===== config.mk =====
export PLATFORM = sky130hd
export DESIGN_NAME = mtpd_mac
export DESIGN_NICKNAME = d
export VERILOG_FILES = /design/src/design/mtpd_pkg.sv /design/src/design/mtpd_mac.sv
export SDC_FILE = /design/constraint.sdc
export NUM_CORES = 2
export LEC_CHECK = 0
export BUFFER_PORTS_ARGS = -buffer_cell sky130_fd_sc_hd__buf_2
export CAP_MARGIN = 20
export CORE_MARGIN = 2
export CORE_UTILIZATION = 35
export CTS_CLUSTER_DIAMETER = 60
export DETAILED_ROUTE_END_ITERATION = 8
export SLEW_MARGIN = 15
export SYNTH_ARGS = -nofsm -noshare
export SYNTH_HDL_FRONTEND = slang
export SYNTH_SLANG_ARGS = --single-unit

===== constraint.sdc =====
create_clock -name clk -period 12.5 [get_ports clk]
set_input_delay 1.875 -clock clk [delete_from_list [all_inputs] [get_ports clk]]
set_output_delay 1.875 -clock clk [all_outputs]
set_load 0.01 [all_outputs]

===== src/design/mtpd_pkg.sv =====
package mtpd_pkg;

	// default sizes
	localparam int STORE_DEPTH_DEF = 4096;
	localparam int TAP_COUNT_DEF   = 4;
	localparam int SAMPLE_BITS_DEF = 16;

	// fixed field widths
	localparam int LEN_BITS   = 13;
	localparam int FIELD_BITS = 16;
	localparam int CFG_BITS   = 64;
	localparam int ADDR_BITS  = 5;
	localparam int TAP_BITS   = 2;

	// arithmetic constants
	localparam int PAN_FULL    = 32768;
	localparam int PAN_SHIFT   = 15;
	localparam int ROUND_SHIFT = 29;

	localparam logic [LEN_BITS-1:0] LEN_RESET = 13'd4096;

	// register index, paddr[4:3]
	typedef enum logic [1:0] {
		REG_BUFFER_LENGTH,
		REG_TAP_DELAYS,
		REG_TAP_GAINS,
		REG_TAP_PANS
	} reg_idx_t;

	typedef struct packed {
		logic [LEN_BITS-1:0] buffer_length;
		logic [CFG_BITS-1:0] tap_delays;
		logic [CFG_BITS-1:0] tap_gains;
		logic [CFG_BITS-1:0] tap_pans;
	} cfg_t;

	// control of the shared multiply unit
	typedef struct packed {
		logic clr;
		logic mul_gain;
		logic mul_pan;
		logic form;
	} mac_ctrl_t;

	typedef enum logic [2:0] {
		ST_CLEAR,
		ST_IDLE,
		ST_READ,
		ST_MUL_GAIN,
		ST_MUL_PAN,
		ST_FORM,
		ST_DONE
	} state_t;

endpackage


===== src/design/mtpd_mac.sv =====
module mtpd_mac #(
	parameter int SAMPLE_BITS = mtpd_pkg::SAMPLE_BITS_DEF
) (
	input  logic                          clk,
	input  mtpd_pkg::mac_ctrl_t           ctrl,
	input  logic signed [SAMPLE_BITS-1:0] sample,
	input  logic [mtpd_pkg::FIELD_BITS-1:0] gain,
	input  logic [mtpd_pkg::FIELD_BITS-1:0] pan,
	output logic signed [SAMPLE_BITS-1:0] left_out,
	output logic signed [SAMPLE_BITS-1:0] right_out,
	output logic                          clipped
);

	localparam int FB    = mtpd_pkg::FIELD_BITS;
	localparam int SGW   = SAMPLE_BITS + FB;
	localparam int BW    = FB + 1;
	localparam int PW    = SGW + BW;
	localparam int SUMW  = SGW + 2;
	localparam int ACCRW = SGW + 18;
	localparam int ACC_W = SGW + 19;
	localparam int RW    = ACC_W + 1 - mtpd_pkg::ROUND_SHIFT;

	localparam logic signed [ACC_W:0] HALF =
		(ACC_W + 1)'(1) <<< (mtpd_pkg::ROUND_SHIFT - 1);
	localparam logic signed [RW-1:0] MAXV = RW'((1 <<< (SAMPLE_BITS - 1)) - 1);
	localparam logic signed [RW-1:0] MINV = -MAXV - RW'(1);
	localparam logic [FB-1:0] PAN_MAX = FB'(mtpd_pkg::PAN_FULL);

	logic signed [SGW-1:0]   op_a;
	logic signed [BW-1:0]    op_b;
	logic signed [PW-1:0]    prod;
	logic [FB-1:0]           pan_c;
	logic signed [SGW-1:0]   sg_q;
	logic signed [SUMW-1:0]  sumsg_q;
	logic signed [ACCRW-1:0] accr_q;
	logic signed [ACC_W-1:0] accl_q;
	logic signed [ACC_W:0]   tl;
	logic signed [ACC_W:0]   tr;
	logic signed [RW-1:0]    rl;
	logic signed [RW-1:0]    rr;
	logic                    sat_l;
	logic                    sat_r;

	// pan clamp to full right
	assign pan_c = (pan > PAN_MAX) ? PAN_MAX : pan;

	// the one shared multiplier
	always_comb begin
		if (ctrl.mul_pan) begin
			op_a = sg_q;
			op_b = $signed({1'b0, pan_c});
		end else begin
			op_a = {{FB{sample[SAMPLE_BITS-1]}}, sample};
			op_b = $signed({gain[FB-1], gain});
		end
	end

	assign prod = PW'(op_a) * PW'(op_b);

	// accumulators: right sums sg*pan, left is sum(sg)*full minus right
	always_ff @(posedge clk) begin
		if (ctrl.clr) begin
			sumsg_q <= '0;
			accr_q  <= '0;
		end else if (ctrl.mul_pan) begin
			sumsg_q <= sumsg_q + SUMW'(sg_q);
			accr_q  <= accr_q + ACCRW'(prod);
		end
		if (ctrl.mul_gain) begin
			sg_q <= prod[SGW-1:0];
		end
		if (ctrl.form) begin
			accl_q <= (ACC_W'(sumsg_q) <<< mtpd_pkg::PAN_SHIFT) - ACC_W'(accr_q);
		end
	end

	// round half up and saturate
	always_comb begin
		tl = (ACC_W + 1)'(accl_q) + HALF;
		tr = (ACC_W + 1)'(accr_q) + HALF;
		rl = RW'(tl >>> mtpd_pkg::ROUND_SHIFT);
		rr = RW'(tr >>> mtpd_pkg::ROUND_SHIFT);
		sat_l = (rl > MAXV) || (rl < MINV);
		sat_r = (rr > MAXV) || (rr < MINV);
		if (rl > MAXV) begin
			left_out = MAXV[SAMPLE_BITS-1:0];
		end else if (rl < MINV) begin
			left_out = MINV[SAMPLE_BITS-1:0];
		end else begin
			left_out = rl[SAMPLE_BITS-1:0];
		end
		if (rr > MAXV) begin
			right_out = MAXV[SAMPLE_BITS-1:0];
		end else if (rr < MINV) begin
			right_out = MINV[SAMPLE_BITS-1:0];
		end else begin
			right_out = rr[SAMPLE_BITS-1:0];
		end
		clipped = sat_l || sat_r;
	end

endmodule


==> impl_results.md <==
- WP buf/inv: 6
- Initial antenna violation count: 0
- Yosys top cell by area: fa_1
- IO Pins: 86
- CP endpoint kind: flop
- Die X: 295 µm
- Synth Cell Area: 29600 µm²
- Post-synthesis average cell area: 8.60 µm²
- Layout cells sized above 1: 6.20%
- Core ar.: 83700 µm²
- Skew-Pair Late Insertion Delay: 450 ps
- Yosys warnings: 0
- Seq/Total Area, Yosys: 11.3%
- Tot GR Track Use: 19.3%
- First-pass GRT wire length: 130 mm
- Flops & latches, synth: 139
- Routed Antenna Nets: 0
- Post-synth EDFFs: 55
- Fmax: 0.0845 GHz
- Pin count of the biggest net entering global routing: 92
- Vias in the first global route: 23700
- Die ar.: 86800 µm²
- RSZ-0062 raised after global routing: false
- Clock transition at the registers of the reported paths: 70 ps
- Die Y: 295 µm
- Crit path largest cell delay: 590 ps
- Period utilization: 94.7%
- Final Hold Viols: 0
- Slowest cell on the critical path: fa_1
- CP arrival: 12180 ps
- Delay-heaviest family, CP: adder cells
- Row cnt: 106
- Async SR Flop Fraction: 0%
- Final Cell Area: 32100 µm²
- Area of placed instances: 31500 µm²
- Hold Path Class: reg2reg
- Vias: 23700
- Num CTS Buffers: 17
- Routed wire length: 82.6 mm
- Unique masters post-synth: 78
- Syn nets: 4249
- Initial core utilization: 35.3%
- Nets: 4314
- Maximum fanout along the worst path: 44
- CTS tree: done
- Post-Route Setup TNS: 0 ps
- Via/cell ratio: 5.09
- Clk sinks: 139
- Cells after Synth: 3436
- Diodes inserted: 0
- I/O Buffers: 85
- Clk buf depth: 2
- Max-Cap Viols: 0
- Status: finished clean
- Post-CTS Setup Inserts: 0
- Top_reg_cell synth: dfxtp_1
- WP data required: 12850 ps
- HPWL Detailed: 69.3 mm
- Crit start category: input pin
- Setup-failing EPs final: 0
- RD Place Congestion: 0.903
- DRC: 0
- DR pass1 iterations: 5
- Slew headroom: 29.1%
- Worst slew pin tran: 1060 ps
- H-Tree Depth: 4
- Worst Skew: 10.7 ps
- Routed wire length per instance: 17.8 µm
- Largest cells by area after synthesis: fa_1 (35%), ha_1 (10%), inv_1 (8.3%)
- Most used cell, CP: fa_1
- Final period demand of the worst path: 11830 ps
- Synth top area share: 35.4%
- Worst Path Class, Setup: in2reg
- Root Buffer: clkbuf_16
- Post-synthesis to final-layout area growth: 8.75%
- Util after Layout: 38.4%
- Total grt overflow: 0
- Pins over their slew limit: 0
- Initial DRC count: 1603
cell type report:
| type | instances | area [µm²] |
|---|---|---|
| Fill cell | 8571 | 51500 |
| Multi-Input combinational cell | 2537 | 23400 |
| Sequential cell | 139 | 3330 |
| Inverter | 656 | 2460 |
| Tap cell | 1134 | 1420 |
| Timing Repair Buffer | 150 | 932 |
| Clock buffer | 18 | 439 |
| Clock inverter | 14 | 134 |
layout by cell type, fill, tap and decap left out, drive strengths merged, types with 84 or more instances in the layout:
cell type / netlist / routed
nor2: 435 / 435
dfxtp: 84 / 84
ha: 237 / 237
a21oi: 146 / 146
fa: 523 / 523
xnor2: 120 / 120
inv: 655 / 661
buf: 16 / 150
o21ai: 104 / 104
nand2: 375 / 375
worst min-delay path: stages (launching register included):
cell and delay [ps]:
dfxtp_1 330, nand2_1 60, a21oi_1 50
state kept, by name, summed over array words and instances (netlist names):
register / flops
accr_q: 50
sumsg_q: 34
sg_q: 32
accl_q: 23
stage by stage:
stage	hold WS, ps	setup slack, ps	cells
CTS	488	699	4647
detailed placement	479	234	4615
floorplan	449	1290	3436
global placement	471	314	4615
finish	485	668	4648
global route	503	104	4648
per-layer routing:
metal  track usage [%]  vias up  wire length, µm
li1                  -    11000                -
met1              24.5    12000            33900
met2              33.9      550            42300
met3              2.20      134             3480
met4              6.56        0             2960
met5                 0        -                0
worst paths after layout:
| kind | from | to | slack [ps] | cells after the start |
|---|---|---|---|---|
| max | ctrl[1] | accr_q[49] | 670 | 38 |
| min reg2reg | accr_q[18] | accr_q[18] | 490 | 2 |
| max reg2reg | sg_q[5] | accr_q[49] | 2640 | 34 |
| min | accr_q[18] | accr_q[18] | 490 | 2 |
Yosys cell counts, types with 43 or more instances:
| master | instances |
|---|---|
| a21oi_1 | 146 |
| a21o_1 | 80 |
| nor2_1 | 435 |
| o21ai_1 | 43 |
| inv_1 | 654 |
| ha_1 | 237 |
| dfxtp_1 | 84 |
| xor2_1 | 46 |
| edfxtp_1 | 55 |
| clkbuf_1 | 88 |
| xnor2_1 | 120 |
| nand2_1 | 375 |
| o21ai_0 | 61 |
| fa_1 | 523 |
| mux2i_1 | 68 |
kinds of logic after synthesis:
| kind of cell | share of synthesized area [%] |
|---|---|
| xor+xnor | 4.92 |
| buf+inv | 9.66 |
| flops | 11.3 |
| fa+ha+maj | 45.5 |
| mux | 2.91 |
| simple gates | 14.8 |
| compound gates | 11.0 |
timing repair:
item	4_1_cts	5_1_grt
hold endpoints to repair	0	0
endpoints found under the setup margin	0	2
hold buffers	0	0
resized for setup	0	1
Power is not shown: default switching activity piles up to over one toggle a cycle in this logic, so the estimate is an artifact.
