===== src/design/mtpd_pkg.sv =====
package mtpd_pkg;

	// default sizes
	localparam int STORE_DEPTH_DEF = 4096;
	localparam int TAP_COUNT_DEF   = 4;
	localparam int SAMPLE_BITS_DEF = 16;

	// fixed field widths
	localparam int LEN_BITS   = 13;
	localparam int FIELD_BITS = 16;
	localparam int CFG_BITS   = 64;
	localparam int ADDR_BITS  = 5;
	localparam int TAP_BITS   = 2;

	// arithmetic constants
	localparam int PAN_FULL    = 32768;
	localparam int PAN_SHIFT   = 15;
	localparam int ROUND_SHIFT = 29;

	localparam logic [LEN_BITS-1:0] LEN_RESET = 13'd4096;

	// register index, paddr[4:3]
	typedef enum logic [1:0] {
		REG_BUFFER_LENGTH,
		REG_TAP_DELAYS,
		REG_TAP_GAINS,
		REG_TAP_PANS
	} reg_idx_t;

	typedef struct packed {
		logic [LEN_BITS-1:0] buffer_length;
		logic [CFG_BITS-1:0] tap_delays;
		logic [CFG_BITS-1:0] tap_gains;
		logic [CFG_BITS-1:0] tap_pans;
	} cfg_t;

	// control of the shared multiply unit
	typedef struct packed {
		logic clr;
		logic mul_gain;
		logic mul_pan;
		logic form;
	} mac_ctrl_t;

	typedef enum logic [2:0] {
		ST_CLEAR,
		ST_IDLE,
		ST_READ,
		ST_MUL_GAIN,
		ST_MUL_PAN,
		ST_FORM,
		ST_DONE
	} state_t;

endpackage


===== src/design/mtpd_regs.sv =====
module mtpd_regs (
	input  logic                              clk,
	input  logic                              arst_n,
	input  logic                              psel,
	input  logic                              penable,
	input  logic                              pwrite,
	input  logic [mtpd_pkg::ADDR_BITS-1:0]    paddr,
	input  logic [mtpd_pkg::CFG_BITS-1:0]     pwdata,
	output logic [mtpd_pkg::CFG_BITS-1:0]     prdata,
	output logic                              pready,
	output mtpd_pkg::cfg_t                    cfg
);

	mtpd_pkg::cfg_t   cfg_q;
	mtpd_pkg::reg_idx_t idx;
	logic             wr_en;

	assign idx    = mtpd_pkg::reg_idx_t'(paddr[4:3]);
	assign wr_en  = psel && penable && pwrite;
	assign pready = 1'b1;
	assign cfg    = cfg_q;

	// register writes
	always_ff @(posedge clk or negedge arst_n) begin
		if (!arst_n) begin
			cfg_q.buffer_length <= mtpd_pkg::LEN_RESET;
			cfg_q.tap_delays    <= '0;
			cfg_q.tap_gains     <= '0;
			cfg_q.tap_pans      <= '0;
		end else if (wr_en) begin
			case (idx)
				mtpd_pkg::REG_BUFFER_LENGTH: begin
					cfg_q.buffer_length <= pwdata[mtpd_pkg::LEN_BITS-1:0];
				end
				mtpd_pkg::REG_TAP_DELAYS: cfg_q.tap_delays <= pwdata;
				mtpd_pkg::REG_TAP_GAINS:  cfg_q.tap_gains  <= pwdata;
				mtpd_pkg::REG_TAP_PANS:   cfg_q.tap_pans   <= pwdata;
				default: ;
			endcase
		end
	end

	// read back
	always_comb begin
		case (idx)
			mtpd_pkg::REG_BUFFER_LENGTH: begin
				prdata = mtpd_pkg::CFG_BITS'(cfg_q.buffer_length);
			end
			mtpd_pkg::REG_TAP_DELAYS: prdata = cfg_q.tap_delays;
			mtpd_pkg::REG_TAP_GAINS:  prdata = cfg_q.tap_gains;
			mtpd_pkg::REG_TAP_PANS:   prdata = cfg_q.tap_pans;
			default:                  prdata = '0;
		endcase
	end

endmodule


===== config.mk =====
export PLATFORM = sky130hd
export DESIGN_NAME = mtpd_regs
export DESIGN_NICKNAME = d
export VERILOG_FILES = /design/src/design/mtpd_pkg.sv /design/src/design/mtpd_regs.sv
export SDC_FILE = /design/constraint.sdc
export NUM_CORES = 1
export LEC_CHECK = 0
export ABC_AREA = 1
export BUFFER_PORTS_ARGS = -buffer_cell sky130_fd_sc_hd__clkbuf_2
export CORE_MARGIN = 8
export CORE_UTILIZATION = 49
export CTS_CLUSTER_DIAMETER = 200
export CTS_CLUSTER_SIZE = 30
export DETAILED_ROUTE_END_ITERATION = 8
export GPL_TIMING_DRIVEN = 1
export HOLD_SLACK_MARGIN = 0.02
export PLACE_DENSITY = 0.84
export RECOVER_POWER = 50
export SYNTH_ARGS = -nofsm -noshare
export SYNTH_HDL_FRONTEND = slang
export SYNTH_SLANG_ARGS = --single-unit

===== constraint.sdc =====
create_clock -name clk -period 1.6 [get_ports clk]
set_input_delay 0.32 -clock clk [delete_from_list [all_inputs] [get_ports clk]]
set_output_delay 0.32 -clock clk [all_outputs]
set_load 0.1 [all_outputs]

==> metrics.cfg, run 1 <==
[outcome]
status = finished with violations
violations = negative setup slack

[floorplan]
fp.dieH_um = 152
fp.dieW_um = 152
fp.coreArea_sq_mm = 0.0181
die-area_sq_mm = 0.0231
row_count = 49
initial_utilization_pct = 50.1
ios = 344

[yosys]
syn_inst = 1175
syn_area_per_cell_sq_um = 7.72
synth_warnings = 0
synth_cell_types = 16
ys_ff_latch = 205
synth.area.top_cells = dfrtp_1, nand2_1, nand3_1
synth_top_area_cell = dfrtp_1
synth_seq_area_share_pct = 56.6
synth_area_sq_mm = 0.00907
synth_nets = 1249
synth_top_area_share_pct = 56.3

[timing]
fin_ws_ns = -0.258
fin_crit_sh_pct = 116
finalSetupViolations = 125
rsz0062_at_grt = true
period_needed_ns = 1.86
clock_skew_ns = 0
slew_headroom_pct = 51.7
maxSlewViolCount = 0
holdWs_ns = 0.0744
fmax_ghz = 0.538
timing_hold_violations_final = 0
fin_setup_tns_ns = -9.05
worstMarginPinSlew_ns = 0.725

[cells_and_area]
area_growth_pct = 79.2
final-seq-area_sq_mm = 0.00551
multi_input_area_sq_mm = 0.00506
fin_area_sq_mm = 0.0162
utilization_pct = 89.8
final_layout_size_suffix_gt1_share_pct = 56.0
final_nets = 1648
diodes = 0
largest_register_ffs = 205
fillCellCount = 671

[grt]
grt_pass1_vias = 11500
grt_use_total_pct = 36.5
antenna_found_initial = 2
grt_start_max_net_pins = 50
grt_pass1_wl_um = 66600
grt.overflow.total = 0

[placed_design]
placed_cell_area_sq_mm = 0.0136
dpl.hpwl_um = 24700
port_buffers = 339
routabilityCongestion = 0.851

[flow_run]
cap_violations = 0

[drt]
vias_per_cell = 6.27
drt-wirelength-per-cell_um = 27.8
vias = 11300
routed_wl_um = 50100
dr.pass1.iters = 5
drtIter0Drc = 1228
drc = 0
postRouteAntennaNets = 0

[critical_path]
critPathRequiredTime_ns = 1.28
reg2reg_to = cfg[68]$_DFFE_PN0P_
r2r_cells = 3
criticalPathCategory = flop to output pin
worst-path-max-fanout = 2
endpoint = prdata[7]
crit_path_max_incr_delay_ns = 0.50
arrival_ns = 1.54
cpMaxStageDelayCell = dfrtp_4
cp-startpoint = cfg[135]$_DFFE_PN0P_
worstReg2RegStart = cfg[68]$_DFFE_PN0P_
cp-end-kind = output pin
crit_chain = nand3_2 -> nand4_1 -> buf_12
reg2reg_slack_ns = 0.53
cp-start-kind = flop

[clock_network]
cts_tree = done
clk_pin_slew_ns = 0.12
ctsLongestPathBuffers = 3
clock_latency_ns = 0.46
root_buffer = clkbuf_16
clock-sinks = 205
cts_made_buffers = 10
htree_levels = 1

[pwr]
power_uw = 28000
peakVddDrop_uv = 1360
power.density_mw_per_mm2 = 1730
leakagePower_uw = 0.00850

[hold_path]
hold_class = primary input to flop

==> cells in the final DEF, fill, tap and decap left out, types with 4 or more instances in the layout <==
cell       Yosys  layout
buf_12         0     112
buf_16         0      13
buf_4         15      68
buf_6          0      30
buf_8          0       4
clkbuf_1      11       5
clkbuf_16      0      15
clkbuf_2       0      71
clkbuf_4       0     142
dfrtp_2        0     157
dfrtp_4        0      47
nand2_1      785     667
nand2_2        5      54
nand2_4        0      66
nand3_1       90       4
nand3_2        1      36
nand3_4        0      51
nand4_1       13      13
nor2_4         3       4
==> Yosys cell counts, drive strengths merged <==
| cell type | n |
|---|---|
| nand3 | 91 |
| dfstp | 1 |
| conb | 1 |
| nand2 | 790 |
| nand4 | 13 |
| clkbuf | 11 |
| dfrtp | 204 |
| nor2 | 6 |
| buf | 52 |
| inv | 6 |
==> critical path: cells and delay by family (launching register included) <==
kind / cells / cell delay (ns)
buf+inv: 1 / 0.24
flops: 1 / 0.50
simple gates: 2 / 0.32
==> how the worst min path moves through the flow <==
stage	start	end	slack (ns)	cells past startpoint
global placement	arst_n	cfg[5]$_DFFE_PN0P_	0.32	1
floorplan	arst_n	cfg[100]$_DFFE_PN0P_	0.02	0
detailed placement	arst_n	cfg[133]$_DFFE_PN0P_	0.32	1
CTS	pwdata[12]	cfg[204]$_DFFE_PN1P_	0.07	3
finish	pwdata[63]	cfg[127]$_DFFE_PN0P_	0.07	3
global route	pwdata[42]	cfg[42]$_DFFE_PN0P_	0.07	3
==> cells by family after synthesis <==
logic type    count (synthesis)  share of synthesized area (%)
other cells                   1                         0.0414
flops                       205                           56.6
buf+inv                      69                           3.99
simple gates                900                           39.4
==> metal layers <==
metal  up-vias  share of wire (%)  global-route usage [%]
met1      5352                 30                    38.9
li1       4407                  -                       -
met5         -              0.058                       0
met4         4                 11                    27.7
met3       417                 11                    8.71
met2      1123                 48                    62.2
==> report_power, final <==
group / internal [uW] / switching (uW) / total [uW]
sequential: 6560 / 1450 / 8010
combinational: 4080 / 13000 / 17100
clock: 1260 / 1700 / 2960
==> cell type report <==
class | count | area share (%)
clock inverter | 1 | 0.0462
sequential | 205 | 33.9
multi-input combinational | 901 | 31.1
tap | 229 | 1.76
inverter | 6 | 0.277
clock buffer | 12 | 1.72
timing repair buffer | 450 | 31.1
==> what timing repair did <==
action                                  CTS  global route
gates resized for setup                 333           206
cloned                                   18             2
buffers inserted                         45            13
endpoints found under the hold margin    41             0
endpoints found under the setup margin  222           101
pin swaps                                31            51
hold buffers                              1             0
==> stage by stage <==
| step | setup slack (ns) | std cells |
|---|---|---|
| floorplan | -0.362 | 1175 |
| global placement | -0.0716 | 1723 |
| detailed placement | -0.107 | 1723 |
| CTS | -0.181 | 1799 |
| global route | -0.309 | 1804 |
| finish | -0.258 | 1804 |
No activity file was read; power rests on OpenSTA's default activity.
==> run 2: changes to the inputs <==
==> config.mk (replaced) <==
export PLATFORM = sky130hd
export DESIGN_NAME = mtpd_regs
export DESIGN_NICKNAME = d
export VERILOG_FILES = /design/src/design/mtpd_pkg.sv /design/src/design/mtpd_regs.sv
export SDC_FILE = /design/constraint.sdc
export NUM_CORES = 1
export LEC_CHECK = 0
export ABC_AREA = 1
export CORE_MARGIN = 8
export CORE_UTILIZATION = 55
export CTS_CLUSTER_DIAMETER = 200
export DETAILED_ROUTE_END_ITERATION = 8
export DONT_BUFFER_PORTS = 1
export GPL_TIMING_DRIVEN = 1
export HOLD_SLACK_MARGIN = 0.02
export PLACE_DENSITY = 0.74
export RECOVER_POWER = 25
export SYNTH_ARGS = -nofsm -noshare
export SYNTH_HDL_FRONTEND = slang
export SYNTH_SLANG_ARGS = --single-unit
==> run 2 against run 1 <==
The flow finishes with violations (negative hold slack, negative setup slack). Clock skew unchanged. Sequential power shrank 7.0%. Worst setup slack improved by 0.053 ns. Non-clock buffer count shrank 121. Flip-flop and latch count unchanged. Clock-buffer cell count rose by 24. Power is 0.61% higher. Core utilization shrank 1.1 points. Clock power is 71% higher. Critical path type unchanged. Highest routed layer unchanged.
==> metrics.cfg, run 2 (same netlist as run 1, synthesis figures left out) <==
[outcome]
status = finished with violations  ; unchanged
violations = negative hold slack, negative setup slack  ; was negative setup slack

[drt]
dr.pass1.iters = 7  ; was 5
vias = 10400  ; was 11300
drtIter0Drc = 1218  ; was 1228
routed_wl_um = 42500  ; was 50100 um
postRouteAntennaNets = 0  ; unchanged
vias_per_cell = 6.13  ; was 6.27
drt-wirelength-per-cell_um = 25.0  ; was 27.8 um
drc = 0  ; unchanged

[timing]
timing_hold_violations_final = 205  ; was 0
fin_ws_ns = -0.205  ; was -0.258 ns
rsz0062_at_grt = true  ; unchanged
finalSetupViolations = 62  ; was 125
period_needed_ns = 1.80  ; was 1.86 ns
holdWs_ns = -0.505  ; was 0.0744 ns
clock_skew_ns = 0  ; unchanged
maxSlewViolCount = 0  ; unchanged
fin_crit_sh_pct = 113  ; was 116%
fmax_ghz = 0.554  ; was 0.538 GHz

[clock_network]
cts_hold_buf = 64  ; was 1
clock_latency_ns = 0.51  ; was 0.46 ns
root_buffer = clkbuf_16  ; unchanged
clock-sinks = 205  ; unchanged
cts_tree = done  ; unchanged
cts_made_buffers = 22  ; was 10
clk_pin_slew_ns = 0.07  ; was 0.12 ns
ctsLongestPathBuffers = 3  ; unchanged
htree_levels = 1  ; unchanged

[cells_and_area]
largest_register_ffs = 205  ; unchanged
area_growth_pct = 59.9  ; was 79.2%
multi_input_area_sq_mm = 0.00482  ; was 0.00506 sq mm
fillCellCount = 687  ; was 671
fin_area_sq_mm = 0.0145  ; was 0.0162 sq mm
final_layout_size_suffix_gt1_share_pct = 51.2  ; was 56.0%
mostFrequentLayoutCells = nand2_1, buf_4, dfrtp_2  ; was nand2_1, dfrtp_2, clkbuf_4
final-seq-area_sq_mm = 0.00551  ; unchanged
final_nets = 1539  ; was 1648
fin_cells = 1699  ; was 1804
layout_commonest_cell = nand2_1  ; unchanged

[critical_path]
cp-start-kind = flop  ; unchanged
arrival_ns = 1.48  ; was 1.54 ns
critPathRequiredTime_ns = 1.28  ; about the same
criticalPathCategory = flop to output pin  ; unchanged
cp-end-kind = output pin  ; unchanged
worst-path-max-fanout = 2  ; unchanged
crit_path_max_incr_delay_ns = 0.62  ; was 0.50 ns
crit_chain = nand2_2 -> nand4_1 -> buf_12  ; was nand3_2 -> nand4_1 -> buf_12
cpMaxStageDelayCell = dfstp_4  ; was dfrtp_4

[pwr]
power_uw = 28200  ; was 28000 uW
clock_power_share_pct = 17.9  ; was 10.6%
power.switching_uw = 15900  ; was 16100 uW
peakVddDrop_uv = 1470  ; was 1360 uV
pwr-share-seq_pct = 26.4  ; was 28.5%
power.density_mw_per_mm2 = 1950  ; was 1730 mW/mm^2
leakagePower_uw = 0.00728  ; was 0.00850 uW
power_frac_comb_pct = 55.7  ; was 60.9%
internal_power_uw = 12400  ; was 11900 uW
netSwitchingFraction_pct = 56.2  ; was 57.6%

[flow_run]
cap_violations = 0  ; unchanged

[grt]
grt_pass1_vias = 10900  ; was 11500
grt_use_total_pct = 37.9  ; was 36.5%
antenna_found_initial = 2  ; unchanged
grt.overflow.total = 0  ; unchanged
grt_start_max_net_pins = 206  ; was 50
grt_pass1_wl_um = 60500  ; was 66600 um

[floorplan]
initial_utilization_pct = 55.5  ; was 50.1%
fp.coreArea_sq_mm = 0.0163  ; was 0.0181 sq mm
fp.dieH_um = 144  ; was 152 um
fp.dieW_um = 144  ; was 152 um
row_count = 47  ; was 49
ios = 344  ; unchanged
die-area_sq_mm = 0.0208  ; was 0.0231 sq mm

[placed_design]
dp_cells = 1579  ; was 1723
dpl.hpwl_um = 22500  ; was 24700 um
port_buffers = 0  ; was 339
placed_cell_area_sq_mm = 0.0124  ; was 0.0136 sq mm
routabilityCongestion = 0.852  ; was 0.851

[hold_path]
hold_class = primary input to async pin  ; was primary input to flop

run 2: layout make-up:
| cell class | instances | area share (%) |
|---|---|---|
| tap | 220 | 1.90 |
| clock buffer | 36 | 4.79 |
| sequential | 205 | 38.0 |
| multi-input combinational | 901 | 33.2 |
| clock inverter | 1 | 0.0345 |
| antenna | 1 | 0.0173 |
| timing repair buffer | 329 | 21.9 |
| inverter | 6 | 0.173 |
run 2: final timing paths:
path	from	endpoint	slack [ns]	cells after the start
worst min-delay path	arst_n	cfg[135]$_DFFE_PN0P_	-0.50	0
worst max register to register	cfg[134]$_DFFE_PN0P_	cfg[134]$_DFFE_PN0P_	0.46	3
min in group clk	paddr[4]	cfg[18]$_DFFE_PN0P_	0.27	5
worst min register to register	cfg[190]$_DFFE_PN0P_	cfg[190]$_DFFE_PN0P_	0.81	3
worst max-delay path	cfg[204]$_DFFE_PN1P_	prdata[12]	-0.20	3
max in group asynchronous	arst_n	cfg[38]$_DFFE_PN0P_	1.73	0
run 2: routing by layer:
layer,vias up,routed length (um),GRT usage (%)
met1,4992,12900,38.6
met3,289,5840,13.2
li1,4199,-,-
met5,-,12,0
met2,936,20500,64.2
met4,2,3230,26.6
run 2: per-stage QoR:
step | utilization, % | hold slack [ns] | setup WS (ns) | TNS, ns
floorplan | - | 0.0244 | -0.362 | -4.53
detailed placement | 75.9 | 0.0299 | 0.0573 | 0
global placement | 75.9 | 0.0295 | 0.0950 | 0
finish | 88.7 | -0.505 | -0.205 | -3.33
global route | 88.7 | -0.513 | -0.235 | -4.92
CTS | 87.0 | -0.496 | -0.198 | -2.64
run 2: power groups by stage:
| stage | Combinational, uW | Clock, uW | Sequential, uW |
|---|---|---|---|
| 6_report | 15700 | 5050 | 7450 |
| 5_1_grt | 16000 | 5200 | 7520 |
| 4_1_cts | 15200 | 4970 | 7290 |
| 3_5_place_dp | 14800 | 0 | 7210 |
| 3_3_place_gp | 14600 | 0 | 7140 |
| 2_1_floorplan | 3720 | 0 | 15300 |
run 2: what timing repair did:
item                       in CTS  in global routing
pin swaps                      88                 56
hold endpoints to repair      410                205
setup endpoints to repair      64                 66
resized for setup             163                 38
setup buffers                   4                 14
cloned                          0                  1
run 2: worst max-delay path: cells and delay by family, from the launching register on:
family | cells | cell delay, ns
flops | 1 | 0.62
buf+inv | 1 | 0.19
simple gates | 2 | 0.15
==> run 3: changes to the inputs <==
==> constraint.sdc (replaced) <==
create_clock -name clk -period 1.6 [get_ports clk]
set_input_delay 0.08 -clock clk [delete_from_list [all_inputs] [get_ports clk]]
set_output_delay 0.08 -clock clk [all_outputs]
set_load 0.1 [all_outputs]
==> run 3 against run 2 <==
Clock-buffer cell count fell by 5. Fmax rose by 3.6%. The flow still finishes with violations (negative hold slack, negative setup slack). Die area did not move. Largest cell class unchanged. Worst setup slack improved by 0.063 ns. Final cell count fell by 0.47%. Clock skew did not move.
==> metrics.cfg, run 3 (same netlist as run 1, synthesis figures left out) <==
[clock_network]
clock-sinks = 205  ; unchanged
cts_hold_buf = 64  ; unchanged
cts_tree = done  ; unchanged
cts_made_buffers = 21  ; was 22
htree_levels = 1  ; unchanged
root_buffer = clkbuf_16  ; unchanged
ctsLongestPathBuffers = 3  ; unchanged
clock_latency_ns = 0.49  ; was 0.51 ns
clk_pin_slew_ns = 0.06  ; was 0.07 ns

[pwr]
peakVddDrop_uv = 1440  ; was 1470 uV
power_uw = 27100  ; was 28200 uW
power.density_mw_per_mm2 = 1990  ; was 1950 mW/mm^2
leakagePower_uw = 0.00725  ; was 0.00728 uW

[grt]
antenna_found_initial = 3  ; was 2
grt.overflow.total = 0  ; unchanged
grt_pass1_vias = 10000  ; was 10900
grt_use_total_pct = 33.7  ; was 37.9%
grt_pass1_wl_um = 54000  ; was 60500 um
grt_start_max_net_pins = 206  ; unchanged

[drt]
routed_wl_um = 35800  ; was 42500 um
postRouteAntennaNets = 0  ; unchanged
vias = 9582  ; was 10400
vias_per_cell = 5.67  ; was 6.13
dr.pass1.iters = 5  ; was 7
drc = 0  ; unchanged
drtIter0Drc = 828  ; was 1218
drt-wirelength-per-cell_um = 21.1  ; was 25.0 um

[critical_path]
critPathRequiredTime_ns = 1.52  ; was 1.28 ns
criticalPathCategory = flop to output pin  ; unchanged
crit_path_max_incr_delay_ns = 0.63  ; was 0.62 ns
arrival_ns = 1.66  ; was 1.48 ns
worst-path-max-fanout = 3  ; was 2
cp-start-kind = flop  ; unchanged
cp-end-kind = output pin  ; unchanged
cpMaxStageDelayCell = dfrtp_4  ; was dfstp_4
crit_chain = nand3_2 -> nand4_1 -> buf_12  ; was nand2_2 -> nand4_1 -> buf_12

[placed_design]
port_buffers = 0  ; unchanged
dpl.hpwl_um = 21600  ; was 22500 um
routabilityCongestion = 0.860  ; was 0.852

[floorplan]
initial_utilization_pct = 55.5  ; unchanged
fp.dieW_um = 144  ; unchanged
ios = 344  ; unchanged
fp.dieH_um = 144  ; unchanged
fp.coreArea_sq_mm = 0.0163  ; unchanged
die-area_sq_mm = 0.0208  ; unchanged
row_count = 47  ; unchanged

[timing]
slew_headroom_pct = 55.7
finalSetupViolations = 12  ; was 62
fmax_ghz = 0.574  ; was 0.554 GHz
clock_skew_ns = 0  ; unchanged
maxSlewViolCount = 0  ; unchanged
timing_hold_violations_final = 205  ; unchanged
period_needed_ns = 1.74  ; was 1.80 ns
fin_crit_sh_pct = 109  ; was 113%
worstMarginPinSlew_ns = 0.665
fin_ws_ns = -0.141  ; was -0.205 ns
rsz0062_at_grt = true  ; unchanged
holdWs_ns = -0.713  ; was -0.505 ns

[cells_and_area]
layout_commonest_cell = nand2_1  ; unchanged
largest_register_ffs = 205  ; unchanged
area_growth_pct = 50.7  ; was 59.9%
final_layout_size_suffix_gt1_share_pct = 30.2  ; was 51.2%
final_nets = 1530  ; was 1539
mostFrequentLayoutCells = nand2_1, buf_4, dfrtp_1  ; was nand2_1, buf_4, dfrtp_2

[outcome]
status = finished with violations  ; unchanged
violations = negative hold slack, negative setup slack  ; unchanged

[hold_path]
hold_class = primary input to async pin  ; unchanged

[flow_run]
cap_violations = 0  ; unchanged

[run 3: metal layers]
layer  vias up  global-route usage (%)  wire (um)
met5         -                       0          0
met4         0                    22.9       1930
met3       140                    8.68       4030
met2       654                    56.4      17900
met1      4596                    37.3      11900
li1       4192                       -          -
[run 3: stage by stage]
stage / cells / area, sq um / setup slack, ns / util (%) / setup TNS [ns]
4_1_cts: 1688 / 13600 / -0.0902 / 83.3 / -0.733
5_1_grt: 1691 / 13700 / -0.161 / 83.6 / -1.29
2_1_floorplan: 1175 / 9680 / -0.145 / - / -1.31
3_5_place_dp: 1589 / 12200 / 0.394 / 74.9 / 0
6_report: 1691 / 13700 / -0.141 / 83.6 / -0.809
3_3_place_gp: 1589 / 12200 / 0.386 / 74.9 / 0
[run 3: worst paths after layout]
check / start / to / slack, ns / cells after the start
hold / removal: arst_n / cfg[10]$_DFFE_PN0P_ / -0.71 / 0
min in group clk: paddr[4] / cfg[31]$_DFFE_PN0P_ / 0.06 / 5
setup reg to reg: cfg[1]$_DFFE_PN0P_ / cfg[1]$_DFFE_PN0P_ / 0.57 / 3
hold reg to reg: cfg[61]$_DFFE_PN0P_ / cfg[61]$_DFFE_PN0P_ / 0.50 / 2
max in group asynchronous: arst_n / cfg[68]$_DFFE_PN0P_ / 1.68 / 0
setup / recovery: cfg[75]$_DFFE_PN0P_ / prdata[11] / -0.14 / 3
[run 3: what timing repair did]
action / in CTS / in global routing
pin swaps: 5 / 1
gates cloned: 0 / 0
setup buffers: 0 / 0
resized for setup: 22 / 9
setup endpoints to repair: 12 / 12
hold endpoints to repair: 410 / 205
[run 3: worst max-delay path: cells and delay by family (launching register included)]
kind,cells,cell delay [ns]
buf+inv,1,0.23
simple gates,2,0.31
flops,1,0.63
[run 3: area by class of cell]
cell class,instances,area (sq um)
sequential,205,5320
multi-input combinational,901,4010
timing repair buffer,321,3370
fill,868,2690
clock buffer,31,603
tap,220,275
clock inverter,4,47.5
inverter,6,22.5
antenna,3,7.51
[run 3: power breakdown]
part	total (uW)	switching (uW)	internal, uW
Combinational	13700	10800	2870
Clock	4720	1970	2760
Sequential	8720	2310	6410
